### src/rtl/assert_macros.svh
// assertion macros shared by the rtl modules
`ifndef ASSERT_MACROS_SVH
`define ASSERT_MACROS_SVH

// property that must hold at every clock edge outside reset
`define ASSERT_ALWAYS(label, clk, rst_n, prop, msg) \
  label: assert property (@(posedge clk) disable iff (!rst_n) (prop)) else $error(msg);

// consequent must hold in the cycle after the antecedent
`define ASSERT_NEXT(label, clk, rst_n, ante, cons, msg) \
  label: assert property (@(posedge clk) disable iff (!rst_n) (ante) |=> (cons)) \
    else $error(msg);

`endif

### src/rtl/ksc_pkg.sv
// types and constants of the k-combination subset sum counter
package ksc_pkg;

  // field widths
  localparam int ELEM_W     = 16;
  localparam int TAKE_K_W   = 6;
  localparam int TARGET_W   = 21;
  localparam int COUNT_W    = 30;
  localparam int LEN_W      = 6;
  localparam int CFG_IDX_W  = 1;
  localparam int CFG_DATA_W = 21;

  // saturation value of the match count
  localparam logic [COUNT_W-1:0] COUNT_CAP = {COUNT_W{1'b1}};

  // configuration register indexes
  typedef enum logic [CFG_IDX_W-1:0] {
    REG_TAKE_K     = 1'b0,
    REG_TARGET_SUM = 1'b1
  } ksc_reg_t;

  // controller states
  typedef enum logic [2:0] {
    S_LOAD,
    S_START,
    S_WALK,
    S_DRAIN,
    S_RESULT
  } ksc_state_t;

  // commands from controller to datapath
  typedef struct packed {
    logic in_ready;
    logic load_en;
    logic start;
    logic step_en;
    logic result_load;
  } ksc_cmd_t;

  // status from datapath to controller
  typedef struct packed {
    logic in_valid;
    logic in_last;
    logic skip;
    logic issue_done;
    logic pipe_empty;
    logic out_free;
  } ksc_status_t;

endpackage

### src/rtl/ksc_intf.sv
// channel interfaces: element input, result output, configuration write

// element input channel
interface ksc_in_if import ksc_pkg::*; ();
  logic                     valid;
  logic                     ready;
  logic signed [ELEM_W-1:0] element_value;
  logic                     last_element;

  modport source (output valid, output element_value, output last_element, input ready);
  modport sink   (input valid, input element_value, input last_element, output ready);
endinterface

// result output channel
interface ksc_out_if import ksc_pkg::*; ();
  logic               valid;
  logic               ready;
  logic [COUNT_W-1:0] match_count;
  logic [LEN_W-1:0]   list_length;

  modport source (output valid, output match_count, output list_length, input ready);
  modport sink   (input valid, input match_count, input list_length, output ready);
endinterface

// configuration write channel
interface ksc_cfg_if import ksc_pkg::*; ();
  logic                  valid;
  logic                  ready;
  logic [CFG_IDX_W-1:0]  reg_index;
  logic [CFG_DATA_W-1:0] wr_data;

  modport source (output valid, output reg_index, output wr_data, input ready);
  modport sink   (input valid, input reg_index, input wr_data, output ready);
endinterface

### src/rtl/k_subset_sum_counter_top.sv
// k-combination subset sum counter, top level
//
// in_ch carries one list element per transaction (element_value, last_element).
// Elements load into the store at one per cycle; beyond MAX_N they are dropped.
// The transaction with last_element set starts the count: every non-empty subset of the
// n loaded elements is visited in gray-code order, one subset per cycle, and
// those with k members summing to target_sum are counted (saturating).
// The sum loop flips a single bit per subset and reads one store entry per
// cycle; if k is zero or larger than n the walk is skipped and the count is 0.
// in_ch is not ready from the last element until the result has moved to the
// output register. out_ch then holds match_count and list_length until taken;
// a stalled receiver blocks only the next list's result, not its loading.
// cfg_ch writes take_k (index 0) and target_sum (index 1) and is always ready;
// write it only while the block is idle.
// rst_n (synchronous) empties the store and output, take_k = 1, target_sum = 0.

module k_subset_sum_counter_top import ksc_pkg::*; #(
  parameter int MAX_N = 32
) (
  input  logic      clk,
  input  logic      rst_n,
  ksc_in_if.sink    in_ch,
  ksc_out_if.source out_ch,
  ksc_cfg_if.sink   cfg_ch
);

  ksc_cmd_t    cmd;
  ksc_status_t status;

  // controller
  ksc_ctrl u_ctrl (
    .clk    (clk),
    .rst_n  (rst_n),
    .status (status),
    .cmd    (cmd)
  );

  // datapath
  ksc_datapath #(
    .MAX_N (MAX_N)
  ) u_datapath (
    .clk    (clk),
    .rst_n  (rst_n),
    .in_ch  (in_ch),
    .out_ch (out_ch),
    .cfg_ch (cfg_ch),
    .cmd    (cmd),
    .status (status)
  );

endmodule

### src/rtl/ksc_ctrl.sv
// controller state machine: load, walk, drain and result hand-off
`include "assert_macros.svh"

module ksc_ctrl import ksc_pkg::*; (
  input  logic        clk,
  input  logic        rst_n,
  input  ksc_status_t status,
  output ksc_cmd_t    cmd
);

  ksc_state_t state_r;
  ksc_state_t state_nxt;

  // state register
  always_ff @(posedge clk) begin
    if (!rst_n) begin
      state_r <= S_LOAD;
    end else begin
      state_r <= state_nxt;
    end
  end

  // next state and commands
  always_comb begin
    cmd       = '0;
    state_nxt = state_r;
    unique case (state_r)
      S_LOAD: begin
        cmd.in_ready = 1'b1;
        cmd.load_en  = status.in_valid;
        if (status.in_valid && status.in_last) begin
          state_nxt = S_START;
        end
      end
      S_START: begin
        cmd.start = 1'b1;
        state_nxt = status.skip ? S_RESULT : S_WALK;
      end
      S_WALK: begin
        if (!status.issue_done) begin
          cmd.step_en = 1'b1;
        end else begin
          state_nxt = S_DRAIN;
        end
      end
      S_DRAIN: begin
        if (status.pipe_empty) begin
          state_nxt = S_RESULT;
        end
      end
      S_RESULT: begin
        if (status.out_free) begin
          cmd.result_load = 1'b1;
          state_nxt       = S_LOAD;
        end
      end
      default: state_nxt = S_LOAD;
    endcase
  end

  // checks
  `ASSERT_ALWAYS(a_result_slot_free, clk, rst_n, !cmd.result_load || status.out_free,
                 "result loaded while output register still occupied")
  `ASSERT_ALWAYS(a_no_step_past_end, clk, rst_n, !cmd.step_en || !status.issue_done,
                 "walk step issued after the last subset")

endmodule

### src/rtl/ksc_datapath.sv
// datapath: element store, gray-code subset walk, sum pipeline, count and output register
`include "assert_macros.svh"

module ksc_datapath import ksc_pkg::*; #(
  parameter int MAX_N = 32
) (
  input  logic        clk,
  input  logic        rst_n,
  ksc_in_if.sink      in_ch,
  ksc_out_if.source   out_ch,
  ksc_cfg_if.sink     cfg_ch,
  input  ksc_cmd_t    cmd,
  output ksc_status_t status
);

  localparam int IDXW  = $clog2(MAX_N);
  localparam int PW    = $clog2(MAX_N + 1);
  localparam int STEPW = MAX_N + 1;
  localparam int SW    = ELEM_W + $clog2(MAX_N) + 1;
  localparam int TW    = (SW > TARGET_W) ? SW : TARGET_W;
  localparam int CW    = (PW > TAKE_K_W) ? ((PW > LEN_W) ? PW : LEN_W)
                                         : ((TAKE_K_W > LEN_W) ? TAKE_K_W : LEN_W);

  // configuration registers
  logic [TAKE_K_W-1:0]        take_k_r;
  logic signed [TARGET_W-1:0] target_sum_r;

  // element store and fill count
  logic signed [ELEM_W-1:0] store_mem [MAX_N];
  logic [PW-1:0]            loaded_count_r;
  logic                     full;

  // walk state
  logic [STEPW-1:0] step_r;
  logic [STEPW-1:0] limit_r;
  logic [IDXW-1:0]  flip_idx;
  logic             flip_hi;

  // pipeline
  logic                     vld0_r, vld1_r, vld2_r, hit_r;
  logic [IDXW-1:0]          idx0_r;
  logic                     add0_r, add1_r;
  logic signed [ELEM_W-1:0] elem_r;
  logic signed [SW-1:0]     sum_r;
  logic [PW-1:0]            pop_r;
  logic [COUNT_W-1:0]       count_r;
  logic                     match;

  // output register
  logic               out_valid_r;
  logic [COUNT_W-1:0] match_count_r;
  logic [LEN_W-1:0]   list_length_r;
  logic [CW-1:0]      loaded_ext;
  logic [CW-1:0]      take_k_ext;

  assign full       = (loaded_count_r == PW'(MAX_N));
  assign loaded_ext = CW'(loaded_count_r);
  assign take_k_ext = CW'(take_k_r);

  // configuration writes, always accepted
  assign cfg_ch.ready = 1'b1;

  always_ff @(posedge clk) begin
    if (!rst_n) begin
      take_k_r     <= TAKE_K_W'(1);
      target_sum_r <= '0;
    end else if (cfg_ch.valid) begin
      unique case (ksc_reg_t'(cfg_ch.reg_index))
        REG_TAKE_K:     take_k_r     <= cfg_ch.wr_data[TAKE_K_W-1:0];
        REG_TARGET_SUM: target_sum_r <= cfg_ch.wr_data[TARGET_W-1:0];
        default:        ;
      endcase
    end
  end

  // input channel
  assign in_ch.ready = cmd.in_ready;

  // element store write, elements past a full store are dropped
  always_ff @(posedge clk) begin
    if (cmd.load_en && !full) begin
      store_mem[loaded_count_r[IDXW-1:0]] <= in_ch.element_value;
    end
  end

  // fill count
  always_ff @(posedge clk) begin
    if (!rst_n) begin
      loaded_count_r <= '0;
    end else if (cmd.result_load) begin
      loaded_count_r <= '0;
    end else if (cmd.load_en && !full) begin
      loaded_count_r <= loaded_count_r + PW'(1);
    end
  end

  // lowest set bit of the step counter picks the gray-code bit to flip
  always_comb begin
    flip_idx = '0;
    flip_hi  = 1'b0;
    for (int b = MAX_N - 1; b >= 0; b--) begin
      if (step_r[b]) begin
        flip_idx = IDXW'(b);
        flip_hi  = step_r[b + 1];
      end
    end
  end

  // step counter runs from 1 up to 2^n
  always_ff @(posedge clk) begin
    if (!rst_n) begin
      step_r  <= '0;
      limit_r <= '0;
    end else if (cmd.start) begin
      step_r  <= STEPW'(1);
      limit_r <= STEPW'(1) << loaded_count_r;
    end else if (cmd.step_en) begin
      step_r <= step_r + STEPW'(1);
    end
  end

  // stage 0: flip position and direction (bit enters when the next higher bit is clear)
  always_ff @(posedge clk) begin
    if (!rst_n) begin
      vld0_r <= 1'b0;
    end else begin
      vld0_r <= cmd.step_en;
    end
  end

  always_ff @(posedge clk) begin
    if (cmd.step_en) begin
      idx0_r <= flip_idx;
      add0_r <= !flip_hi;
    end
  end

  // stage 1: registered store read
  always_ff @(posedge clk) begin
    if (!rst_n) begin
      vld1_r <= 1'b0;
    end else begin
      vld1_r <= vld0_r;
    end
  end

  always_ff @(posedge clk) begin
    elem_r <= store_mem[idx0_r];
    add1_r <= add0_r;
  end

  // stage 2: running subset sum and size
  always_ff @(posedge clk) begin
    if (!rst_n) begin
      vld2_r <= 1'b0;
      sum_r  <= '0;
      pop_r  <= '0;
    end else if (cmd.start) begin
      vld2_r <= 1'b0;
      sum_r  <= '0;
      pop_r  <= '0;
    end else begin
      vld2_r <= vld1_r;
      if (vld1_r) begin
        if (add1_r) begin
          sum_r <= sum_r + SW'(elem_r);
          pop_r <= pop_r + PW'(1);
        end else begin
          sum_r <= sum_r - SW'(elem_r);
          pop_r <= pop_r - PW'(1);
        end
      end
    end
  end

  // stage 3: compare against target and k
  assign match = (TW'(sum_r) == TW'(target_sum_r)) && (CW'(pop_r) == take_k_ext);

  always_ff @(posedge clk) begin
    if (!rst_n) begin
      hit_r <= 1'b0;
    end else begin
      hit_r <= vld2_r && match;
    end
  end

  // stage 4: saturating match count
  always_ff @(posedge clk) begin
    if (!rst_n) begin
      count_r <= '0;
    end else if (cmd.start) begin
      count_r <= '0;
    end else if (hit_r && (count_r != COUNT_CAP)) begin
      count_r <= count_r + COUNT_W'(1);
    end
  end

  // output register
  always_ff @(posedge clk) begin
    if (!rst_n) begin
      out_valid_r <= 1'b0;
    end else if (cmd.result_load) begin
      out_valid_r <= 1'b1;
    end else if (out_ch.ready) begin
      out_valid_r <= 1'b0;
    end
  end

  always_ff @(posedge clk) begin
    if (cmd.result_load) begin
      match_count_r <= count_r;
      list_length_r <= loaded_ext[LEN_W-1:0];
    end
  end

  assign out_ch.valid       = out_valid_r;
  assign out_ch.match_count = match_count_r;
  assign out_ch.list_length = list_length_r;

  // status to the controller
  assign status.in_valid   = in_ch.valid;
  assign status.in_last    = in_ch.last_element;
  assign status.skip       = (take_k_r == '0) || (take_k_ext > loaded_ext);
  assign status.issue_done = (step_r == limit_r);
  assign status.pipe_empty = !(vld0_r || vld1_r || vld2_r || hit_r);
  assign status.out_free   = !out_valid_r || out_ch.ready;

  // checks
  `ASSERT_NEXT(a_start_clears_count, clk, rst_n, cmd.start, count_r == '0,
               "match count not cleared at walk start")
  `ASSERT_NEXT(a_count_monotonic, clk, rst_n, !cmd.start, count_r >= $past(count_r),
               "match count went down during a walk")
  `ASSERT_ALWAYS(a_result_after_drain, clk, rst_n,
                 !cmd.result_load || status.pipe_empty,
                 "result taken while the sum pipeline still held subsets")

endmodule
### src/flat_wrapper.sv
// flat-port wrapper written by rule: the top's interface ports become plain ports
module k_subset_sum_counter_top_flat import ksc_pkg::*;
#(
  parameter int MAX_N = 32
)
  (clk, rst_n, in_ch_valid, in_ch_element_value, in_ch_last_element, in_ch_ready, out_ch_valid, out_ch_match_count, out_ch_list_length, out_ch_ready, cfg_ch_valid, cfg_ch_reg_index, cfg_ch_wr_data, cfg_ch_ready);
  ksc_in_if in_ch_i ();
  ksc_out_if out_ch_i ();
  ksc_cfg_if cfg_ch_i ();
  input  logic clk;
  input  logic rst_n;
  input wire logic [$bits(in_ch_i.valid)-1:0] in_ch_valid;
  input wire logic [$bits(in_ch_i.element_value)-1:0] in_ch_element_value;
  input wire logic [$bits(in_ch_i.last_element)-1:0] in_ch_last_element;
  output wire logic [$bits(in_ch_i.ready)-1:0] in_ch_ready;
  output wire logic [$bits(out_ch_i.valid)-1:0] out_ch_valid;
  output wire logic [$bits(out_ch_i.match_count)-1:0] out_ch_match_count;
  output wire logic [$bits(out_ch_i.list_length)-1:0] out_ch_list_length;
  input wire logic [$bits(out_ch_i.ready)-1:0] out_ch_ready;
  input wire logic [$bits(cfg_ch_i.valid)-1:0] cfg_ch_valid;
  input wire logic [$bits(cfg_ch_i.reg_index)-1:0] cfg_ch_reg_index;
  input wire logic [$bits(cfg_ch_i.wr_data)-1:0] cfg_ch_wr_data;
  output wire logic [$bits(cfg_ch_i.ready)-1:0] cfg_ch_ready;
  assign in_ch_i.valid = in_ch_valid;
  assign in_ch_i.element_value = in_ch_element_value;
  assign in_ch_i.last_element = in_ch_last_element;
  assign in_ch_ready = in_ch_i.ready;
  assign out_ch_valid = out_ch_i.valid;
  assign out_ch_match_count = out_ch_i.match_count;
  assign out_ch_list_length = out_ch_i.list_length;
  assign out_ch_i.ready = out_ch_ready;
  assign cfg_ch_i.valid = cfg_ch_valid;
  assign cfg_ch_i.reg_index = cfg_ch_reg_index;
  assign cfg_ch_i.wr_data = cfg_ch_wr_data;
  assign cfg_ch_ready = cfg_ch_i.ready;
  k_subset_sum_counter_top #(.MAX_N(MAX_N)) u_core (.clk(clk), .rst_n(rst_n), .in_ch(in_ch_i), .out_ch(out_ch_i), .cfg_ch(cfg_ch_i));
endmodule
### config.mk
export PLATFORM = sky130hd
export DESIGN_NAME = k_subset_sum_counter_top_flat
export DESIGN_NICKNAME = d
export VERILOG_FILES = /design/src/rtl/ksc_pkg.sv /design/src/rtl/ksc_intf.sv /design/src/rtl/k_subset_sum_counter_top.sv /design/src/rtl/ksc_ctrl.sv /design/src/rtl/ksc_datapath.sv /design/src/flat_wrapper.sv
export VERILOG_INCLUDE_DIRS = /design/src /design/src/rtl
export SDC_FILE = /design/constraint.sdc
export NUM_CORES = 1
export LEC_CHECK = 0
export ABC_CLOCK_PERIOD_IN_PS = 4700
export BUFFER_PORTS_ARGS = -buffer_cell sky130_fd_sc_hd__buf_2
export CAP_MARGIN = 20
export CORE_ASPECT_RATIO = 1.25
export CORE_MARGIN = 8
export CORE_UTILIZATION = 60
export DETAILED_ROUTE_END_ITERATION = 10
export PLACE_DENSITY = 0.88
export RECOVER_POWER = 25
export SETUP_SLACK_MARGIN = 0.5
export SYNTH_ARGS = -nofsm -noshare
export SYNTH_HDL_FRONTEND = slang
export SYNTH_SLANG_ARGS = --single-unit
### constraint.sdc
create_clock -name clk -period 4.7 [get_ports clk]
set_input_delay 0.47 -clock clk [delete_from_list [all_inputs] [get_ports clk]]
set_output_delay 0.47 -clock clk [all_outputs]
set_load 0.05 [all_outputs]
==> impl_metrics.yaml <==
clock_tree:
  root_buffer: "clkbuf_16"
  clock_latency_on_the_worst_skew_pair_ns: 0.63
  clock_sinks: 736
  tritoncts: "built"
  number_of_buffers_inserted_during_clock_tree_synthesis: 71
  maximum_buffer_depth_of_the_clock_tree: 3
  cts.htree.levels: 3
  post_cts_setup_repair_bufs: 0
  clock_edge_transition_at_the_registers_on_the_reported_setup_and_hold_paths_ns: 0.06
power_and_ir_drop:
  highest_ir_drop_seen_on_vdd_v: 0.0003465
  netSwitchingFraction_pct: 21.71
  finalPower_mw: 13.39
  power.share.combinational_pct: 3.8
  clock_power_share_pct: 43.1
  netSwitchingPower_mw: 2.907
  power.sequential.fraction_pct: 53.1
  power_per_cell_area_nw_per_um2: 390.2
  cell_internal_power_dissipation_mw: 10.48
  leakagePower_nw: 11.36
worst_setup_path:
  start_kind: "flop"
  r2r_start: "u_core.u_datapath.elem_r[1]"
  timing.critical_path.buf_inv: 0
  setup.worst_path.class: "flop to flop"
  critical_path.max_stage_delay_ns: 0.56
  r2r_cells: 14
  crit_path_max_fanout: 4
  worst-r2r-setup-slack_ns: 0.78
  path_cells: "or4_1, nor2_1, and4bb_2, nor2_1, xnor2_1, ha_1, a21o_1, or4_1, nor4_4, o211ai_1, and3_1, a2111oi_4, xor2_1, o22ai_1"
  cp_data_required_time_ns: 5.17
  worst_r2r_endpoint: "u_core.u_datapath.sum_r[18]"
  data_arrival_at_the_endpoint_of_the_critical_path_ns: 4.39
  cp_slowest_cell: "or4_1"
  endpoint_kind: "flop"
  worst_path_dominant_cell_family: "simple AND/OR/NAND/NOR gates"
synthesis:
  yosysWarnings: 0
  synth_seq_area_share_pct: 66.07
  ys_async_sr_fraction_pct: 0
  synth_mux_area_share_pct: 13.19
  synth-xor-area-share_pct: 3.824
  synth_net_count: 2116
  main_combinational_cell_family_by_area_after_synthesis: "multiplexers"
  post_synth_instance_area_sq_um: 30690
  simple_logic_cell_fraction_of_the_synthesized_area_pct: 7.774
  adder_cell_share_of_the_synthesized_area_pct: 1.802
  ys_types: 67
  syn_avg_cell_area_sq_um: 15.13
  synth_enable_flop_cells: 554
  synthFlopType: "edfxtp_1"
  synth-seq-cells: 736
  synth_compound_area_share_pct: 5.149
  post_synth_inst_count: 2029
floorplanning:
  design.die.area_sq_um: 58690
  core-area_sq_um: 50530
  num_io_pins: 83
  core.rowCount: 92
  initial_core_util_pct: 60.74
  die_height_um: 268.9
  chipWidth_um: 218.3
layout:
  finalNetCount: 2203
  fillerInstances: 3169
  drive_above_1_share_pct: 20.51
  num_antenna_cells: 0
  multiInputGateArea_sq_um: 9871
  sequential_standard_cell_area_sq_um: 20280
  finalInstanceArea_sq_um: 34320
  final_core_utilization_pct: 67.92
  area.growth.synth_to_final_pct: 11.82
drt:
  first_pass_iters: 5
  antenna_violating_nets_post_route: 0
  drc_errors: 0
  wl_um: 74940
  first_iter_violations: 2312
  routedWlPerCell_um: 26.45
  vias: 18430
  detail_route.vias_per_cell: 6.504
sta:
  max_slew_margin_pct: -2.082
  finalWorstPathRequiredPeriod_ns: 3.921
  timing_max_transition_violations_final: 33
  timing_worst_slew_pin_value_ns: 1.531
  worst_clock_skew_ns: 0.02485
  grt_setup_unrepaired: "yes"
  hold_ws_ns: 0.1062
  timing.fmax_ghz: 0.2551
  layout_worst_path_cycle_share_pct: 83.42
  setup_violations: 0
  final_number_of_hold_violating_endpoints: 0
  tns_ns: 0
placement:
  hpwlAfterDp_um: 44830
  postPlaceCellArea_sq_um: 31900
  port_buffers: 81
  gp_congestion: 0.8962
hold_path:
  hold_path_class: "input pin to flop"
  holdPathEnd: "u_core.u_datapath.target_sum_r[17]"
  min-delay-start: "cfg_ch_wr_data[17]"
  worstHoldPathCells: 3
global_route:
  grt_pass1_wl_um: 112000
  globalRouteTotalUtil_pct: 25.38
  pin_count_of_the_biggest_net_entering_global_routing: 81
  grt_pass1_vias: 18500
  number_of_antenna_violations_at_the_first_check_in_global_routing: 0
  global_route.overflow_total: 0
flow_run:
  drv_cap: 1
status:
  violated_checks: "capacitance limit, slew limit"
  outcome: "complete, but fails checks"
==> repair_timing <==
action,in CTS,in global routing
resized for setup,0,5
endpoints found under the setup margin,0,19
hold buffers,0,0
==> cells in the final DEF, fill, tap and decap left out, types with 32 or more instances in the layout <==
| master | count |
|---|---|
| or3_1 | 32 |
| clkbuf_16 | 74 |
| o21ai_0 | 67 |
| buf_4 | 38 |
| mux4_2 | 160 |
| xor2_1 | 40 |
| a21oi_1 | 81 |
| xnor2_1 | 94 |
| dfxtp_1 | 182 |
| edfxtp_1 | 554 |
| nand2_1 | 130 |
| buf_2 | 67 |
| nor2_1 | 124 |
| inv_1 | 47 |
| ha_1 | 41 |
| nand3_1 | 32 |
| nor3_1 | 35 |
==> state kept, by name, indices dropped and copies added (netlist names), 3 cells and up <==
register                              cells
u_core.u_datapath.store_mem             512
u_core.u_datapath.limit_r                33
u_core.u_datapath.step_r                 33
u_core.u_datapath.count_r                30
u_core.u_datapath.out_ch.match_count     30
u_core.u_datapath.sum_r                  22
u_core.u_datapath.target_sum_r           21
u_core.u_datapath.elem_r                 16
u_core.u_datapath.loaded_count_r          6
u_core.u_datapath.out_ch.list_length      6
u_core.u_datapath.pop_r                   6
u_core.u_datapath.take_k_ext              6
u_core.u_datapath.idx0_r                  5
u_core.u_ctrl.state_r                     3
==> layer usage <==
| layer | vias to the layer above | GRT usage (%) | share of wire (%) |
|---|---|---|---|
| li1 | 7907 | - | - |
| met4 | 0 | 12.38 | 4.8 |
| met5 | - | 0 | 0 |
| met1 | 9269 | 29.50 | 35 |
| met3 | 225 | 4.814 | 8.0 |
| met2 | 1026 | 44.90 | 52 |
==> power groups by stage <==
stage,combinational [mW],sequential (mW),clock [mW]
5_1_grt,0.542,7.11,6.07
2_1_floorplan,0.283,7.23,0
6_report,0.509,7.11,5.77
4_1_cts,0.489,7.11,5.81
3_5_place_dp,0.480,7.25,0
3_3_place_gp,0.454,7.24,0
==> worst max-delay path by stage <==
stage                                 from                            endpoint  slack, ns  cells past startpoint
2_1_floorplan     u_core.u_ctrl.state_r[1]  u_core.u_datapath.store_mem[19][0]       0.73                      4
3_3_place_gp   u_core.u_datapath.elem_r[1]         u_core.u_datapath.sum_r[18]       0.69                     14
3_5_place_dp   u_core.u_datapath.elem_r[0]         u_core.u_datapath.sum_r[18]       0.63                     14
4_1_cts        u_core.u_datapath.elem_r[1]         u_core.u_datapath.sum_r[18]       0.60                     14
5_1_grt        u_core.u_datapath.elem_r[1]         u_core.u_datapath.sum_r[21]       0.49                     14
6_report       u_core.u_datapath.elem_r[1]         u_core.u_datapath.sum_r[18]       0.78                     14
==> per-stage QoR <==
step                instances  setup WS [ns]
finish                   2833         0.7794
global route             2833         0.4942
CTS                      2831         0.5970
detailed placement       2699         0.6250
global placement         2699         0.6904
floorplan                2029         0.7332
==> worst register-to-register path: stages (launching register included) <==
cell,delay [ns]
dfxtp_1,0.33
or4_1,0.56
nor2_1,0.15
and4bb_2,0.28
nor2_1,0.06
xnor2_1,0.12
ha_1,0.33
a21o_1,0.21
or4_1,0.46
nor4_4,0.19
o211ai_1,0.16
and3_1,0.23
a2111oi_4,0.41
xor2_1,0.18
o22ai_1,0.09
==> final cells by class <==
cell class	count	share of cell area (%)
Tap cell	658	2.399
Clock buffer	91	5.698
Inverter	49	0.5468
Multi-Input combinational cell	1133	28.76
Clock inverter	41	1.192
Timing Repair Buffer	125	2.319
Sequential cell	736	59.09
==> cell families after synthesis <==
| logic type | count (synthesis) |
|---|---|
| other | 1 |
| buffers and inverters | 160 |
| and+or+nand+nor | 497 |
| muxes | 202 |
| xor gates and xnor gates | 134 |
| adders and majority gates | 43 |
| AOI/OAI and AO/OA | 256 |
| DFF | 736 |
==> cell usage after synthesis, types with 3 or more instances <==
library cell	number	area share, %
edfxtp_1	554	54
dfxtp_1	182	12
mux4_2	160	12
nor2_1	144	1.8
nand2_1	131	1.6
xnor2_1	94	2.7
a21oi_1	81	1.3
clkbuf_1	77	0.94
o21ai_0	67	1.1
inv_1	48	0.59
ha_1	41	1.7
xor2_1	40	1.1
nor3_1	37	0.60
nand3_1	32	0.52
or3_1	32	0.65
a21boi_0	27	0.66
nand4_1	26	0.53
nor4_1	24	0.49
mux2i_1	23	0.75
nor2b_1	21	0.43
mux2_2	19	0.70
buf_1	17	0.21
o21a_1	12	0.29
a211oi_1	10	0.24
and2_1	10	0.20
nand2b_1	10	0.20
a21o_1	8	0.20
buf_4	8	0.20
and3_1	7	0.14
a31oi_1	6	0.12
o21bai_1	6	0.15
o31ai_1	6	0.15
a32oi_1	5	0.14
o211ai_1	5	0.12
or2_2	5	0.10
a311oi_1	4	0.11
and4_1	4	0.11
buf_2	4	0.065
buf_6	3	0.11
o22ai_1	3	0.061
or3_2	3	0.073
or4_1	3	0.073
Note: power is estimated with default switching activity, not from simulation.
